==> config.mk <==
export PLATFORM = sky130hd
export DESIGN_NAME = adc_sample_q15_byte_framer
export DESIGN_NICKNAME = d
export VERILOG_FILES = /design/src/hdl/asqbf_pkg.sv /design/src/hdl/asqbf_front.sv /design/src/hdl/asqbf_fifo.sv /design/src/hdl/asqbf_back.sv /design/src/hdl/adc_sample_q15_byte_framer.sv
export VERILOG_INCLUDE_DIRS = /design/src /design/src/hdl
export SDC_FILE = /design/constraint.sdc
export NUM_CORES = 1
export LEC_CHECK = 0
export ABC_AREA = 1
export BUFFER_PORTS_ARGS = -buffer_cell sky130_fd_sc_hd__buf_2
export CAP_MARGIN = 20
export CORE_ASPECT_RATIO = 0.6
export CORE_MARGIN = 5
export CORE_UTILIZATION = 40
export DETAILED_ROUTE_END_ITERATION = 10
export GPL_ROUTABILITY_DRIVEN = 0
export PLACE_DENSITY = 0.67
export RECOVER_POWER = 100
export REMOVE_ABC_BUFFERS = 1
export SLEW_MARGIN = 40
export SYNTH_ARGS = -nofsm -noshare
export SYNTH_HDL_FRONTEND = slang
export SYNTH_HIERARCHICAL = 1
export SYNTH_SLANG_ARGS = --single-unit
==> constraint.sdc <==
create_clock -name clk -period 5.37 [get_ports clk]
set_input_delay 1.3425 -clock clk [delete_from_list [all_inputs] [get_ports clk]]
set_output_delay 1.3425 -clock clk [all_outputs]
set_load 0.02 [all_outputs]
==> src/hdl/assert_macros.svh <==
// ---------------------------------------------------------------------------
// assert_macros.svh
// Clocked assertion helpers shared by the framer RTL.
// ---------------------------------------------------------------------------
`ifndef ASSERT_MACROS_SVH
`define ASSERT_MACROS_SVH

`ifndef SYNTH
// Property must hold at every clock edge outside reset.
`define ASSERT_CLK(lbl, prop) \
  lbl: assert property (@(posedge clk) disable iff (!rst_n) (prop)) \
    else $error("assertion failed");
// Expression must never be true outside reset.
`define ASSERT_NEVER(lbl, expr) \
  lbl: assert property (@(posedge clk) disable iff (!rst_n) !(expr)) \
    else $error("forbidden condition seen");
`else
`define ASSERT_CLK(lbl, prop)
`define ASSERT_NEVER(lbl, expr)
`endif

`endif

==> src/hdl/asqbf_pkg.sv <==
// ---------------------------------------------------------------------------
// asqbf_pkg
// Shared types and constants of the ADC sample byte framer.
// ---------------------------------------------------------------------------
`default_nettype none

package asqbf_pkg;

  localparam int unsigned AdcW      = 16;
  localparam int unsigned LenW      = 16;
  localparam int unsigned ByteW     = 8;
  localparam int unsigned QueueDepthDef = 2;

  localparam logic [LenW-1:0] LenReset = 16'd2048;

  localparam logic [ByteW-1:0] SyncHi = 8'hAA;
  localparam logic [ByteW-1:0] SyncLo = 8'h55;

  // byte slots of one request, in emission order
  localparam int unsigned StepW = 3;
  localparam logic [StepW-1:0] StepHdrA   = 3'd0;
  localparam logic [StepW-1:0] StepHdrB   = 3'd1;
  localparam logic [StepW-1:0] StepLenHi  = 3'd2;
  localparam logic [StepW-1:0] StepLenLo  = 3'd3;
  localparam logic [StepW-1:0] StepSmpHi  = 3'd4;
  localparam logic [StepW-1:0] StepSmpLo  = 3'd5;
  localparam logic [StepW-1:0] StepTailA  = 3'd6;
  localparam logic [StepW-1:0] StepTailB  = 3'd7;

  typedef struct packed {
    logic [15:0]     sample;  // Q15 value
    logic [LenW-1:0] len;     // block length for the header
    logic            first;   // header precedes the sample
    logic            last;    // tail follows the sample
  } entry_t;

endpackage

`default_nettype wire

==> src/hdl/asqbf_front.sv <==
// ---------------------------------------------------------------------------
// asqbf_front
// Scales a raw ADC word to Q15, tracks the frame position, builds requests.
// ---------------------------------------------------------------------------
`default_nettype none

module asqbf_front (
  input  wire logic                         clk,
  input  wire logic                         rst_n,
  input  wire logic                         cfg_we,
  input  wire logic [asqbf_pkg::LenW-1:0]   cfg_wdata,
  input  wire logic                         in_accept,
  input  wire logic [asqbf_pkg::AdcW-1:0]   adc_word,
  output asqbf_pkg::entry_t                 entry
);

  logic [asqbf_pkg::LenW-1:0] len_r, len_nxt;
  logic [asqbf_pkg::LenW-1:0] idx_r, idx_nxt;
  logic [asqbf_pkg::LenW-1:0] last_pos;

  logic signed [12:0] cent;
  logic signed [27:0] prod;
  logic signed [27:0] adj;
  logic        [16:0] quo;
  logic        [15:0] q15;

  // (c * 32767) / 2048, rounded toward zero
  always_comb begin
    cent = $signed({1'b0, adc_word[11:0]}) - 13'sd2048;
    prod = $signed({cent, 15'b0}) - $signed({{15{cent[12]}}, cent});
    adj  = prod + (prod[27] ? 28'sd2047 : 28'sd0);
    quo  = adj[27:11];
    if (quo[16] != quo[15]) begin
      q15 = quo[16] ? 16'h8000 : 16'h7FFF;
    end else begin
      q15 = quo[15:0];
    end
  end

  assign last_pos = len_r - 16'd1;

  always_comb begin
    entry.sample = q15;
    entry.len    = len_r;
    entry.first  = (idx_r == '0);
    entry.last   = (idx_r >= last_pos);
  end

  always_comb begin
    len_nxt = cfg_we ? cfg_wdata : len_r;
    idx_nxt = idx_r;
    if (in_accept) begin
      idx_nxt = entry.last ? '0 : idx_r + 16'd1;
    end
  end

  always_ff @(posedge clk) begin
    if (!rst_n) begin
      len_r <= asqbf_pkg::LenReset;
      idx_r <= '0;
    end else begin
      len_r <= len_nxt;
      idx_r <= idx_nxt;
    end
  end

endmodule

`default_nettype wire

==> src/hdl/asqbf_fifo.sv <==
// ---------------------------------------------------------------------------
// asqbf_fifo
// Small register queue between the front and the byte sequencer.
// ---------------------------------------------------------------------------
`default_nettype none

`include "assert_macros.svh"

module asqbf_fifo #(
  parameter int unsigned DEPTH = asqbf_pkg::QueueDepthDef
) (
  input  wire logic              clk,
  input  wire logic              rst_n,
  input  wire logic              push,
  input  wire asqbf_pkg::entry_t wr_entry,
  output logic                   full,
  input  wire logic              pop,
  output logic                   rd_valid,
  output asqbf_pkg::entry_t      rd_entry
);

  localparam int unsigned PtrW = (DEPTH > 1) ? $clog2(DEPTH) : 1;
  localparam int unsigned CntW = $clog2(DEPTH + 1);
  localparam logic [PtrW-1:0] PtrMax = PtrW'(DEPTH - 1);
  localparam logic [CntW-1:0] CntMax = CntW'(DEPTH);

  asqbf_pkg::entry_t mem_r [DEPTH];
  logic [PtrW-1:0] wr_ptr_r, wr_ptr_nxt;
  logic [PtrW-1:0] rd_ptr_r, rd_ptr_nxt;
  logic [CntW-1:0] cnt_r, cnt_nxt;
  logic            do_push, do_pop;

  assign full     = (cnt_r == CntMax);
  assign rd_valid = (cnt_r != '0);
  assign rd_entry = mem_r[rd_ptr_r];
  assign do_push  = push && !full;
  assign do_pop   = pop && rd_valid;

  always_comb begin
    wr_ptr_nxt = wr_ptr_r;
    rd_ptr_nxt = rd_ptr_r;
    cnt_nxt    = cnt_r;
    if (do_push) begin
      wr_ptr_nxt = (wr_ptr_r == PtrMax) ? '0 : wr_ptr_r + 1'b1;
    end
    if (do_pop) begin
      rd_ptr_nxt = (rd_ptr_r == PtrMax) ? '0 : rd_ptr_r + 1'b1;
    end
    if (do_push && !do_pop) begin
      cnt_nxt = cnt_r + 1'b1;
    end else if (do_pop && !do_push) begin
      cnt_nxt = cnt_r - 1'b1;
    end
  end

  always_ff @(posedge clk) begin
    if (!rst_n) begin
      wr_ptr_r <= '0;
      rd_ptr_r <= '0;
      cnt_r    <= '0;
    end else begin
      wr_ptr_r <= wr_ptr_nxt;
      rd_ptr_r <= rd_ptr_nxt;
      cnt_r    <= cnt_nxt;
    end
  end

  always_ff @(posedge clk) begin
    if (do_push) begin
      mem_r[wr_ptr_r] <= wr_entry;
    end
  end

  `ASSERT_NEVER(a_cnt_overflow, cnt_r > CntMax)
  `ASSERT_CLK(a_cnt_track, (do_push && !do_pop) |=> (cnt_r == $past(cnt_r) + 1'b1))

endmodule

`default_nettype wire

==> src/hdl/asqbf_back.sv <==
// ---------------------------------------------------------------------------
// asqbf_back
// Byte sequencer: walks header, sample and tail slots into the output register.
// ---------------------------------------------------------------------------
`default_nettype none

`include "assert_macros.svh"

module asqbf_back (
  input  wire logic                          clk,
  input  wire logic                          rst_n,
  input  wire logic                          q_valid,
  input  wire asqbf_pkg::entry_t             q_entry,
  output logic                               q_pop,
  output logic                               out_tvalid,
  input  wire logic                          out_tready,
  output logic [asqbf_pkg::ByteW-1:0]        out_tdata,
  output logic                               out_tuser,
  output logic                               out_tlast
);

  asqbf_pkg::entry_t cur_r, cur_nxt;
  logic                        cur_valid_r, cur_valid_nxt;
  logic [asqbf_pkg::StepW-1:0] step_r, step_nxt;

  logic                        ovalid_r, ovalid_nxt;
  logic [asqbf_pkg::ByteW-1:0] obyte_r, obyte_nxt;
  logic                        oend_r, oend_nxt;
  logic                        olast_r, olast_nxt;

  logic                        adv;
  logic                        cur_done;
  logic [asqbf_pkg::ByteW-1:0] slot_byte;

  assign adv      = !ovalid_r || out_tready;
  assign cur_done = cur_valid_r &&
                    ((step_r == asqbf_pkg::StepSmpLo && !cur_r.last) ||
                     (step_r == asqbf_pkg::StepTailB));
  assign q_pop    = adv && (!cur_valid_r || cur_done) && q_valid;

  always_comb begin
    case (step_r)
      asqbf_pkg::StepHdrA:  slot_byte = asqbf_pkg::SyncHi;
      asqbf_pkg::StepHdrB:  slot_byte = asqbf_pkg::SyncLo;
      asqbf_pkg::StepLenHi: slot_byte = cur_r.len[15:8];
      asqbf_pkg::StepLenLo: slot_byte = cur_r.len[7:0];
      asqbf_pkg::StepSmpHi: slot_byte = cur_r.sample[15:8];
      asqbf_pkg::StepSmpLo: slot_byte = cur_r.sample[7:0];
      asqbf_pkg::StepTailA: slot_byte = asqbf_pkg::SyncLo;
      default:              slot_byte = asqbf_pkg::SyncHi;
    endcase
  end

  always_comb begin
    cur_nxt       = cur_r;
    cur_valid_nxt = cur_valid_r;
    step_nxt      = step_r;
    ovalid_nxt    = ovalid_r;
    obyte_nxt     = obyte_r;
    oend_nxt      = oend_r;
    olast_nxt     = olast_r;
    if (adv) begin
      ovalid_nxt = cur_valid_r;
      obyte_nxt  = slot_byte;
      oend_nxt   = (step_r == asqbf_pkg::StepTailB);
      olast_nxt  = cur_done;
      if (cur_valid_r && !cur_done) begin
        step_nxt = step_r + 1'b1;
      end else if (q_pop) begin
        cur_nxt       = q_entry;
        cur_valid_nxt = 1'b1;
        step_nxt      = q_entry.first ? asqbf_pkg::StepHdrA : asqbf_pkg::StepSmpHi;
      end else begin
        cur_valid_nxt = 1'b0;
      end
    end
  end

  always_ff @(posedge clk) begin
    if (!rst_n) begin
      cur_valid_r <= 1'b0;
      ovalid_r    <= 1'b0;
      step_r      <= asqbf_pkg::StepHdrA;
    end else begin
      cur_valid_r <= cur_valid_nxt;
      ovalid_r    <= ovalid_nxt;
      step_r      <= step_nxt;
    end
  end

  always_ff @(posedge clk) begin
    cur_r   <= cur_nxt;
    obyte_r <= obyte_nxt;
    oend_r  <= oend_nxt;
    olast_r <= olast_nxt;
  end

  assign out_tvalid = ovalid_r;
  assign out_tdata  = obyte_r;
  assign out_tuser  = oend_r;
  assign out_tlast  = olast_r;

  `ASSERT_CLK(a_end_is_last, (ovalid_r && oend_r) |-> olast_r)
  `ASSERT_CLK(a_tail_needs_last,
              (cur_valid_r && step_r == asqbf_pkg::StepTailA) |-> cur_r.last)
  `ASSERT_CLK(a_hdr_needs_first,
              (cur_valid_r && step_r == asqbf_pkg::StepLenLo) |-> cur_r.first)

endmodule

`default_nettype wire

==> src/hdl/adc_sample_q15_byte_framer.sv <==
// ---------------------------------------------------------------------------
// adc_sample_q15_byte_framer
// Raw ADC words in, framed Q15 byte stream out.
// ---------------------------------------------------------------------------
//  Channel | Dir | Handshake          | Payload
//  in_     | in  | in_tvalid/tready   | in_tdata[15:0] = adc_word
//  out_    | out | out_tvalid/tready  | out_tdata = out_byte, out_tuser = frame_end,
//          |     |                    | out_tlast = run_last
//  cfg_    | in  | cfg_we             | cfg_wdata[15:0] = block_length
//
//  One byte leaves per cycle from the output register while out_tready is high;
//  a plain sample is 2 bytes, 6 with a frame header, 4 with a tail, 8 with both.
//  Sample scaling happens on the input request in the accept cycle and the
//  request is queued; the sequencer pulls the next request as the previous
//  one's last byte is loaded, leaving no bubble between samples.
//  Output stalls fill the queue; in_tready drops only when it is full.
//  Reset (rst_n low, synchronous) empties the queue and output register,
//  restarts the frame and sets block_length to 2048.
// ---------------------------------------------------------------------------
`default_nettype none

module adc_sample_q15_byte_framer #(
  parameter int unsigned QUEUE_DEPTH = asqbf_pkg::QueueDepthDef
) (
  input  wire logic                         clk,
  input  wire logic                         rst_n,
  // configuration
  input  wire logic                         cfg_we,
  input  wire logic [asqbf_pkg::LenW-1:0]   cfg_wdata,   // block_length
  // sample input
  input  wire logic                         in_tvalid,
  output logic                              in_tready,
  input  wire logic [asqbf_pkg::AdcW-1:0]   in_tdata,    // [15:0] adc_word
  // byte output
  output logic                              out_tvalid,
  input  wire logic                         out_tready,
  output logic [asqbf_pkg::ByteW-1:0]       out_tdata,   // [7:0] out_byte
  output logic                              out_tuser,   // [0] frame_end
  output logic                              out_tlast    // run_last
);

  asqbf_pkg::entry_t front_entry;
  asqbf_pkg::entry_t q_entry;
  logic              q_full;
  logic              q_valid;
  logic              q_pop;
  logic              in_accept;

  assign in_tready = !q_full;
  assign in_accept = in_tvalid && in_tready;

  // scaling and frame position tracking
  asqbf_front u_front (
    .clk       (clk),
    .rst_n     (rst_n),
    .cfg_we    (cfg_we),
    .cfg_wdata (cfg_wdata),
    .in_accept (in_accept),
    .adc_word  (in_tdata),
    .entry     (front_entry)
  );

  // decouples the input from output stalls
  asqbf_fifo #(
    .DEPTH (QUEUE_DEPTH)
  ) u_fifo (
    .clk      (clk),
    .rst_n    (rst_n),
    .push     (in_accept),
    .wr_entry (front_entry),
    .full     (q_full),
    .pop      (q_pop),
    .rd_valid (q_valid),
    .rd_entry (q_entry)
  );

  // byte sequencer with registered output
  asqbf_back u_back (
    .clk        (clk),
    .rst_n      (rst_n),
    .q_valid    (q_valid),
    .q_entry    (q_entry),
    .q_pop      (q_pop),
    .out_tvalid (out_tvalid),
    .out_tready (out_tready),
    .out_tdata  (out_tdata),
    .out_tuser  (out_tuser),
    .out_tlast  (out_tlast)
  );

endmodule

`default_nettype wire
==> results of run 1 <==
synth_stat cells (all sizes together) (3+ instances only):
master	number	share of area
nor3b	3	0.0026
a21oi	44	0.026
dfxtp	42	0.095
edfxtp	111	0.38
nand4	22	0.016
mux2	34	0.056
o21ai	28	0.018
nor4	3	0.0021
buf	5	0.010
nand3	61	0.040
xnor2	13	0.013
inv	122	0.052
xor2	26	0.026
ha	50	0.071
nor2	125	0.060
nor3	16	0.0096
clkbuf	6	0.0026
nand2	235	0.11
metrics by stage:
step	power [uW]	utilization	cell area [um^2]	hold WS (ns)
6_report	3970	0.447	9770	0.456
5_1_grt	4210	0.447	9770	0.476
4_1_cts	4140	0.458	10000	0.457
3_5_place_dp	2940	0.431	9420	0.440
3_3_place_gp	2880	0.429	9370	0.442
2_1_floorplan	2580	-	8710	0.426
state kept, by name, summed over array words and instances (netlist names), 2 cells and up, named ones only:
register	flops
u_fifo/mem_r	68
u_back/cur_r	33
u_back/out_tdata	8
u_front/idx_r	16
u_back/step_r	3
u_fifo/cnt_r	2
u_front/len_r	16
area by class of cell:
| class | count | area (um^2) | area share |
|---|---|---|---|
| inverter | 122 | 458 | 0.0469 |
| clock buffer | 17 | 425 | 0.0436 |
| sequential | 153 | 4170 | 0.427 |
| multi-input combinational | 677 | 3930 | 0.402 |
| timing repair buffer | 53 | 265 | 0.0272 |
| clock inverter | 15 | 156 | 0.0160 |
| tap | 286 | 358 | 0.0366 |
cell families (layout without fill, tap and decap cells):
family	Yosys count	in the layout	share of synthesized area
AOI/OAI and AO/OA	84	84	0.0539
xor gates and xnor gates	39	39	0.0387
adders and majority gates	50	50	0.0709
buffers and inverters	133	207	0.0648
DFF	153	153	0.473
muxes	34	34	0.0561
and+or+nand+nor	470	470	0.243
power breakdown:
group / internal (uW) / switching [uW] / total, uW
logic: 319 / 694 / 1010
clock network: 658 / 525 / 1180
registers: 1660 / 112 / 1770
worst paths after layout:
kind / slack (ns) / depth (start not counted) / endpoint / start
worst max-delay path: 0.45 / 23 / u_fifo/mem_r[0][20]$_DFFE_PP_ / in_tdata[11]
worst min-delay path: 0.46 / 0 / u_fifo/mem_r[1][2]$_DFFE_PP_ / u_front/len_r[0]$_SDFFE_PN0P_
worst max register to register: 0.76 / 16 / u_front/idx_r[1]$_SDFFE_PN0P_ / u_front/len_r[2]$_SDFFE_PN0P_
worst min register to register: 0.46 / 0 / u_fifo/mem_r[1][2]$_DFFE_PP_ / u_front/len_r[0]$_SDFFE_PN0P_
per-layer routing:
metal  vias up  GRT usage
li1       3351          -
met1      3101      0.249
met2       196      0.208
met3        14     0.0360
met4         0     0.0365
met5         -          0
==> results.sh, run 1 <==
export IMPL_crit_fanout=20
export IMPL_vias=6662
export IMPL_clk_path_buf_depth=2
export IMPL_first_global_vias=6063
export IMPL_critPathLaunchType="input pin"
export IMPL_drc=0
export IMPL_slew_viol_final=104
export IMPL_drt_wl_total_um=19500
export IMPL_ys_ff_latch=153
export IMPL_cts_made_buffers=17
export IMPL_cp_arrival_ns=5.09
export IMPL_die_h_um=125
export IMPL_drt_pass1_iterations=6
export IMPL_final_cells=1323
export IMPL_most_common_layout_cells="nand2_1, nor2_1, edfxtp_1"
export IMPL_synth_edf_count=111
export IMPL_wl_met1_um=10400
export IMPL_die_area_um2=25200
export IMPL_yosys_warnings=6
export IMPL_timing_hold_violations_final=0
export IMPL_setup_ws_ns=0.446
export IMPL_peakVddDrop_mv=0.251
export IMPL_htreeDepth=4
export IMPL_cts_resized=0
export IMPL_critPathKind="in -> reg"
export IMPL_crit_family="buffers and inverters"
export IMPL_status="finished with violations"
export IMPL_grt_usage=0.155
export IMPL_cts_hold_fix_buffers=0
export IMPL_finalSetupViolCount=0
export IMPL_met3_length_um=1270
export IMPL_grt_overflow=0
export IMPL_tritoncts="done"
export IMPL_clock_sinks=153
export IMPL_hp_class="reg -> reg"
export IMPL_fmax_mhz=203
export IMPL_rsz0062_at_grt="false"
export IMPL_relSlewSlack=-0.401
export IMPL_fin_crit_ns=4.92
export IMPL_start_util=0.404
export IMPL_worst_path_buf_inv=7
export IMPL_async_flop_share=0
export IMPL_fin_crit_sh=0.917
export IMPL_crit_path_frequent_cell="nand2_1"
export IMPL_tightest_slew_ns=2.10
export IMPL_critPathRequiredTime_ns=5.53
export IMPL_final_common_cell="nand2_1"
export IMPL_synthFlopType="edfxtp_1"
export IMPL_violations="max-capacitance violations, max-slew violations"
export IMPL_grt_max_degree=35
export IMPL_syn2layout_area_growth_pct=10.6
export IMPL_post_cts_buffers=0
export IMPL_synth_area_um2=8830
export IMPL_wl_met2_um=7730
export IMPL_power_density_nw_per_um2=407
export IMPL_cts_root_buf="clkbuf_16"
export IMPL_wl_per_cell_um=14.8
export IMPL_netlist_instances=963
export IMPL_hpwl_um=14600
export IMPL_ys_types=45
export IMPL_drive_gt1_frac=0.125
export IMPL_clk_pin_slew_ns=0.06
export IMPL_syn_avg_cell_area_um2=9.17
export IMPL_ioPinCount=49
export IMPL_final_setup_tns_ns=0
export IMPL_cpMaxStageDelayCell="ha_1"
export IMPL_ant_nets=0
export IMPL_core_area_um2=21900
export IMPL_cp_end_kind="register"
export IMPL_maxCapViolCount=3
export IMPL_io_buffer_count=44
export IMPL_fill_cells=2129
export IMPL_ys_seq_area_frac=0.473
export IMPL_die_w_um=202
export IMPL_rows=42
export IMPL_insertion_delay_ns=0.42
export IMPL_nets=1111
export IMPL_antenna_found_initial=1
export IMPL_dpl_cell_count=1291
export IMPL_drt_initial_drc_count=580
export IMPL_finClkSkew_ns=0.0109
export IMPL_path_cells="buf_2, ha_1, nand2_1, inv_2, nand2_1, nand2_1, inv_1, nor2_1, nor2_1, nand2_2, inv_1, ha_1, a21oi_1, inv_1, a21oi_1, o21ai_0, inv_1, nand2_1, nand2_1, nor3_2, o21ai_0, buf_12, nand2_1"
export IMPL_dp_slack_ns=0.283
export IMPL_grt_pass1_wl_um=31500
export IMPL_highest_layer="met4"
export IMPL_p_leak_uw=0.00416
export IMPL_viasPerCell=5.04
export IMPL_n_antenna_cell=0
export IMPL_slowest_delay_ns=0.38
No activity file was read; power rests on OpenSTA's default activity.
==> run 2, diff against run 1 <==
- PLACE_DENSITY: 0.67 -> 0.53
==> run 2 against run 1 <==
  * The flow still finishes with violations (max-capacitance violations, max-slew violations)
  * Sequential share of layout area is 0.32 points lower
  * Critical path depth shrank 1
  * Global-route usage rose by 0.65 points
  * Maximum frequency is 1.1% higher
  * Die area unchanged
  * Setup slack improved by 0.053 ns
  * Worst hold slack improved by 0.0061 ns
  * Wire length is 4.2% higher
  * Cell count up 0.68%
==> results.sh, run 2 (same netlist as run 1, synthesis figures left out) <==
export IMPL_vias=6492
export IMPL_syn2layout_area_growth_pct=11.5
export IMPL_timing_rr_end="u_front/idx_r[5]$_SDFFE_PN0P_"
export IMPL_post_cts_buffers=0
export IMPL_slowest_delay_ns=0.38
export IMPL_n_antenna_cell=0
export IMPL_worst_path_buf_inv=5
export IMPL_cts_resized=0
export IMPL_maxCapViolCount=2
export IMPL_wl_per_cell_um=15.3
export IMPL_reg_top3="u_fifo/mem_r x68, u_back/cur_r x33"
export IMPL_grt_usage=0.162
export IMPL_timing_rr_start="u_front/len_r[2]$_SDFFE_PN0P_"
export IMPL_core_area_um2=21900
export IMPL_cpMaxStageDelayCell="ha_1"
export IMPL_timing_critical_path_to="u_fifo/mem_r[0][32]$_DFFE_PP_"
export IMPL_tightest_slew_ns=2.19
export IMPL_cp_end_kind="register"
export IMPL_cts_hold_fix_buffers=0
export IMPL_cp_arrival_ns=5.03
export IMPL_violations="max-capacitance violations, max-slew violations"
export IMPL_final_common_cell="nand2_1"
export IMPL_rsz0062_at_grt="false"
export IMPL_die_w_um=202
export IMPL_cts_made_buffers=17
export IMPL_p_int_uw=2710
export IMPL_r2r_cells=16
export IMPL_relSlewSlack=-0.458
export IMPL_regMostFlops="u_fifo/mem_r"
export IMPL_crit_family="simple AND/OR/NAND/NOR gates"
export IMPL_power_density_nw_per_um2=404
export IMPL_drive_gt1_frac=0.129
export IMPL_die_h_um=125
export IMPL_status="finished with violations"
export IMPL_tritoncts="done"
export IMPL_fin_crit_ns=4.87
export IMPL_path_cells="buf_2, ha_1, nand2_1, inv_2, nand2_1, nand2_1, inv_2, nor2_1, nor2_1, nand2_2, inv_1, ha_1, a21oi_1, inv_1, a21oi_1, o21ai_0, nand2_1, nand2_1, a21oi_1, nand3_2, nand2_1, nand2_2"
export IMPL_htreeDepth=4
export IMPL_ioPinCount=49
export IMPL_comb_power_share=0.261
export IMPL_grt_overflow=0
export IMPL_rows=42
export IMPL_io_buffer_count=44
export IMPL_drt_pass1_iterations=5
export IMPL_clk_pin_slew_ns=0.06
export IMPL_largest_reg_flops=68
export IMPL_viasPerCell=4.87
export IMPL_final_cells=1332
export IMPL_ant_nets=0
export IMPL_most_common_layout_cells="nand2_1, nor2_1, edfxtp_1"
export IMPL_drt_wl_total_um=20300
export IMPL_hp_class="reg -> reg"
export IMPL_fin_crit_sh=0.907
export IMPL_die_area_um2=25200
export IMPL_finClkSkew_ns=0.00859
export IMPL_dpl_cell_count=1301
export IMPL_final_setup_tns_ns=0
export IMPL_cts_root_buf="clkbuf_16"
export IMPL_insertion_delay_ns=0.42
export IMPL_cp_depth=22
export IMPL_antenna_found_initial=0
export IMPL_finalSetupViolCount=0
export IMPL_fmax_mhz=205
export IMPL_critPathLaunch="in_tdata[11]"
export IMPL_timing_hold_violations_final=0
export IMPL_pwr_share_seq=0.447
export IMPL_nets=1121
export IMPL_p_leak_uw=0.00420
export IMPL_first_global_vias=5893
export IMPL_peakVddDrop_mv=0.279
export IMPL_drt_initial_drc_count=553
export IMPL_crit_path_frequent_cell="nand2_1"
export IMPL_grt_max_degree=35
export IMPL_clock_sinks=153
export IMPL_slew_viol_final=69
export IMPL_fin_worst_hold_slack_ns=0.462
export IMPL_rrSetupSlack_ns=0.79
export IMPL_hpwl_um=15800
export IMPL_critPathRequiredTime_ns=5.53
export IMPL_crit_fanout=20
export IMPL_clkPwrFrac=0.292
export IMPL_critPathKind="in -> reg"
export IMPL_start_util=0.404
export IMPL_critPathLaunchType="input pin"
export IMPL_clk_path_buf_depth=2
export IMPL_p_switching_uw=1270
export IMPL_grt_pass1_wl_um=32200
export IMPL_p_sw_frac=0.319
export IMPL_drc=0
==> run 2: metal layers <==
| layer | GRT usage | share of wire | vias up |
|---|---|---|---|
| li1 | - | - | 3363 |
| met1 | 0.290 | 0.60 | 2989 |
| met2 | 0.188 | 0.34 | 130 |
| met3 | 0.0316 | 0.056 | 10 |
| met4 | 0.0317 | 0.0063 | 0 |
| met5 | 0 | 0 | - |
==> run 2: per-stage QoR <==
| step | setup slack [ns] | utilization | total power (uW) | instance area, um^2 |
|---|---|---|---|---|
| finish | 0.499 | 0.450 | 3980 | 9840 |
| global placement | 0.194 | 0.431 | 2930 | 9430 |
| CTS | 0.612 | 0.461 | 4140 | 10100 |
| floorplan | 1.05 | - | 2580 | 8710 |
| global route | 0.175 | 0.450 | 4230 | 9840 |
| detailed placement | 0.193 | 0.435 | 2970 | 9510 |
==> run 2: cell type report <==
class,count,area [um^2]
Timing Repair Buffer,63,337
Multi-Input combinational cell,677,3950
Sequential cell,153,4170
Tap cell,286,358
Fill cell,2156,12000
Clock inverter,11,130
Inverter,122,458
Clock buffer,20,437
==> run 2: worst reg2reg max path, delay by kind of cell, from the launching register on <==
family	cells	cell delay (ns)
simple gates	13	2.83
compound gates	1	0.80
flops	1	0.38
fa+ha+maj	1	0.31
xor+xnor	1	0.11
==> run 2: worst min path at each step <==
stage                             startpoint                           end  slack (ns)  depth (start not counted)
6_report       u_front/len_r[0]$_SDFFE_PN0P_  u_fifo/mem_r[0][2]$_DFFE_PP_        0.46                          0
3_3_place_gp   u_front/len_r[0]$_SDFFE_PN0P_  u_fifo/mem_r[1][2]$_DFFE_PP_        0.44                          0
4_1_cts        u_front/len_r[0]$_SDFFE_PN0P_  u_fifo/mem_r[0][2]$_DFFE_PP_        0.46                          0
3_5_place_dp   u_front/len_r[0]$_SDFFE_PN0P_  u_fifo/mem_r[1][2]$_DFFE_PP_        0.44                          0
5_1_grt        u_front/len_r[0]$_SDFFE_PN0P_  u_fifo/mem_r[0][2]$_DFFE_PP_        0.47                          0
2_1_floorplan  u_front/len_r[0]$_SDFFE_PN0P_  u_fifo/mem_r[0][2]$_DFFE_PP_        0.43                          0
==> run 2: power groups by stage <==
stage	clock, uW	combinational, uW	sequential (uW)
final	1160	1040	1780
after floorplan	0	747	1830
after global placement	0	1130	1800
after detailed placement	0	1170	1800
after global routing	1260	1160	1810
after CTS	1190	1170	1780
==> run 3, diff against run 2 <==
- GPL_TIMING_DRIVEN: not set -> 0
==> run 3 against run 2 <==
  * The run still ends with max-capacitance violations, max-slew violations left
  * Global-route usage rose by 0.12 points
  * First-iteration DRC count rose by 0.54%
  * Die area did not move
  * Critical path type unchanged
==> results.sh, run 3 (same netlist as run 1, synthesis figures left out) <==
export IMPL_status="finished with violations"
export IMPL_violations="max-capacitance violations, max-slew violations"
export IMPL_drt_wl_total_um=20400
export IMPL_n_antenna_cell=0
export IMPL_htreeDepth=4
export IMPL_relSlewSlack=-0.115
export IMPL_clkPwrFrac=0.291
export IMPL_die_h_um=125
export IMPL_ant_nets=0
export IMPL_timing_hold_violations_final=0
export IMPL_grt_overflow=0
export IMPL_drt_initial_drc_count=556
export IMPL_die_w_um=202
export IMPL_rows=42
export IMPL_tritoncts="done"
export IMPL_critPathLaunch="in_tdata[11]"
export IMPL_syn2layout_area_growth_pct=10.7
export IMPL_final_common_cell="nand2_1"
export IMPL_first_global_vias=5892
export IMPL_wl_per_cell_um=15.4
export IMPL_io_buffer_count=44
export IMPL_clk_path_buf_depth=2
export IMPL_drive_gt1_frac=0.127
export IMPL_crit_fanout=20
export IMPL_core_area_um2=21900
export IMPL_reg_top3="u_fifo/mem_r x68, u_back/cur_r x33"
export IMPL_comb_power_share=0.258
export IMPL_cts_root_buf="clkbuf_16"
export IMPL_p_sw_frac=0.322
export IMPL_hpwl_um=15900
export IMPL_clk_pin_slew_ns=0.06
export IMPL_clock_sinks=153
export IMPL_power_density_nw_per_um2=405
export IMPL_dpl_cell_count=1287
export IMPL_drt_pass1_iterations=5
export IMPL_fmax_mhz=198
export IMPL_most_common_layout_cells="nand2_1, nor2_1, edfxtp_1"
export IMPL_critPathRequiredTime_ns=5.53
export IMPL_rsz0062_at_grt="false"
export IMPL_drc=0
export IMPL_ioPinCount=49
export IMPL_fin_worst_hold_slack_ns=0.455
export IMPL_grt_max_degree=34
export IMPL_die_area_um2=25200
export IMPL_finClkSkew_ns=0.00707
export IMPL_hp_class="reg -> reg"
export IMPL_tightest_slew_ns=1.67
export IMPL_nets=1109
export IMPL_pwr_share_seq=0.451
export IMPL_regMostFlops="u_fifo/mem_r"
export IMPL_maxCapViolCount=1
export IMPL_timing_rr_start="u_front/len_r[2]$_SDFFE_PN0P_"
export IMPL_peakVddDrop_mv=0.236
export IMPL_final_setup_tns_ns=0
export IMPL_p_leak_uw=0.00415
export IMPL_critPathLaunchType="input pin"
export IMPL_slew_viol_final=27
export IMPL_grt_usage=0.163
export IMPL_finalSetupViolCount=0
export IMPL_final_cells=1321
export IMPL_hold_start="u_front/len_r[0]$_SDFFE_PN0P_"
export IMPL_start_util=0.404
export IMPL_fill_cells=2180
export IMPL_grt_pass1_wl_um=32600
export IMPL_p_int_uw=2680
export IMPL_cp_arrival_ns=5.20
export IMPL_vias=6596
export IMPL_largest_reg_flops=68
export IMPL_insertion_delay_ns=0.42
export IMPL_antenna_found_initial=0
export IMPL_viasPerCell=4.99
export IMPL_cts_made_buffers=17
export IMPL_fin_crit_ns=5.04
export IMPL_critPathKind="in -> reg"
export IMPL_p_switching_uw=1270
export IMPL_fin_crit_sh=0.938
export IMPL_cp_end_kind="register"
-- run 3: area by class of cell --
| class | count | area, um^2 | share of cell area |
|---|---|---|---|
| Sequential cell | 153 | 4170 | 0.427 |
| Multi-Input combinational cell | 677 | 3960 | 0.405 |
| Clock buffer | 25 | 507 | 0.0519 |
| Inverter | 122 | 462 | 0.0472 |
| Tap cell | 286 | 358 | 0.0366 |
| Timing Repair Buffer | 51 | 250 | 0.0256 |
| Clock inverter | 7 | 65.1 | 0.00666 |
-- run 3: metal layers --
layer	global-route usage	vias up	routed length, um
li1	-	3331	-
met3	0.0383	14	1360
met1	0.283	3079	11700
met5	0	-	0
met4	0.0313	0	121
met2	0.196	172	7120
-- run 3: power groups by stage --
stage,combinational (uW),clock [uW],sequential [uW]
floorplan,747,0,1830
global placement,1060,0,1860
detailed placement,1150,0,1810
CTS,1160,1180,1790
global route,1160,1240,1810
finish,1020,1150,1780
-- run 3: path summary, 6_finish.rpt --
check	to	slack (ns)	depth (start not counted)
worst min-delay path	u_fifo/mem_r[1][2]$_DFFE_PP_	0.46	0
worst min register to register	u_fifo/mem_r[1][2]$_DFFE_PP_	0.46	0
worst max-delay path	u_fifo/mem_r[0][20]$_DFFE_PP_	0.33	20
worst max register to register	u_front/idx_r[1]$_SDFFE_PN0P_	0.86	16
-- run 3: critical path, cell delays in order --
cell	delay [ns]
clkbuf_4	0.23
ha_1	0.42
nand2_1	0.12
nor2_2	0.23
nand2_1	0.15
nor2_1	0.14
nand2_1	0.09
nand2_2	0.21
clkinvlp_4	0.27
ha_1	0.37
a21oi_1	0.23
inv_1	0.10
a21oi_1	0.11
o21ai_0	0.16
nand2_1	0.10
nand2_1	0.18
a21oi_2	0.26
nand3_2	0.26
nand2_1	0.15
nand2_1	0.07
-- run 3: repair_timing --
item                       CTS  global route
setup endpoints to repair    0            30
gates resized for setup      0             3
buffers inserted             0             2
hold buffers                 0             0
-- run 3: stage by stage --
stage	utilization	cell area [um^2]	total power, uW	worst slack [ns]
after floorplan	-	8710	2580	1.05
after global placement	0.425	9290	2920	-0.264
after detailed placement	0.431	9420	2960	-0.270
after CTS	0.457	9990	4120	0.156
after global routing	0.447	9770	4210	0.00865
final	0.447	9770	3950	0.332
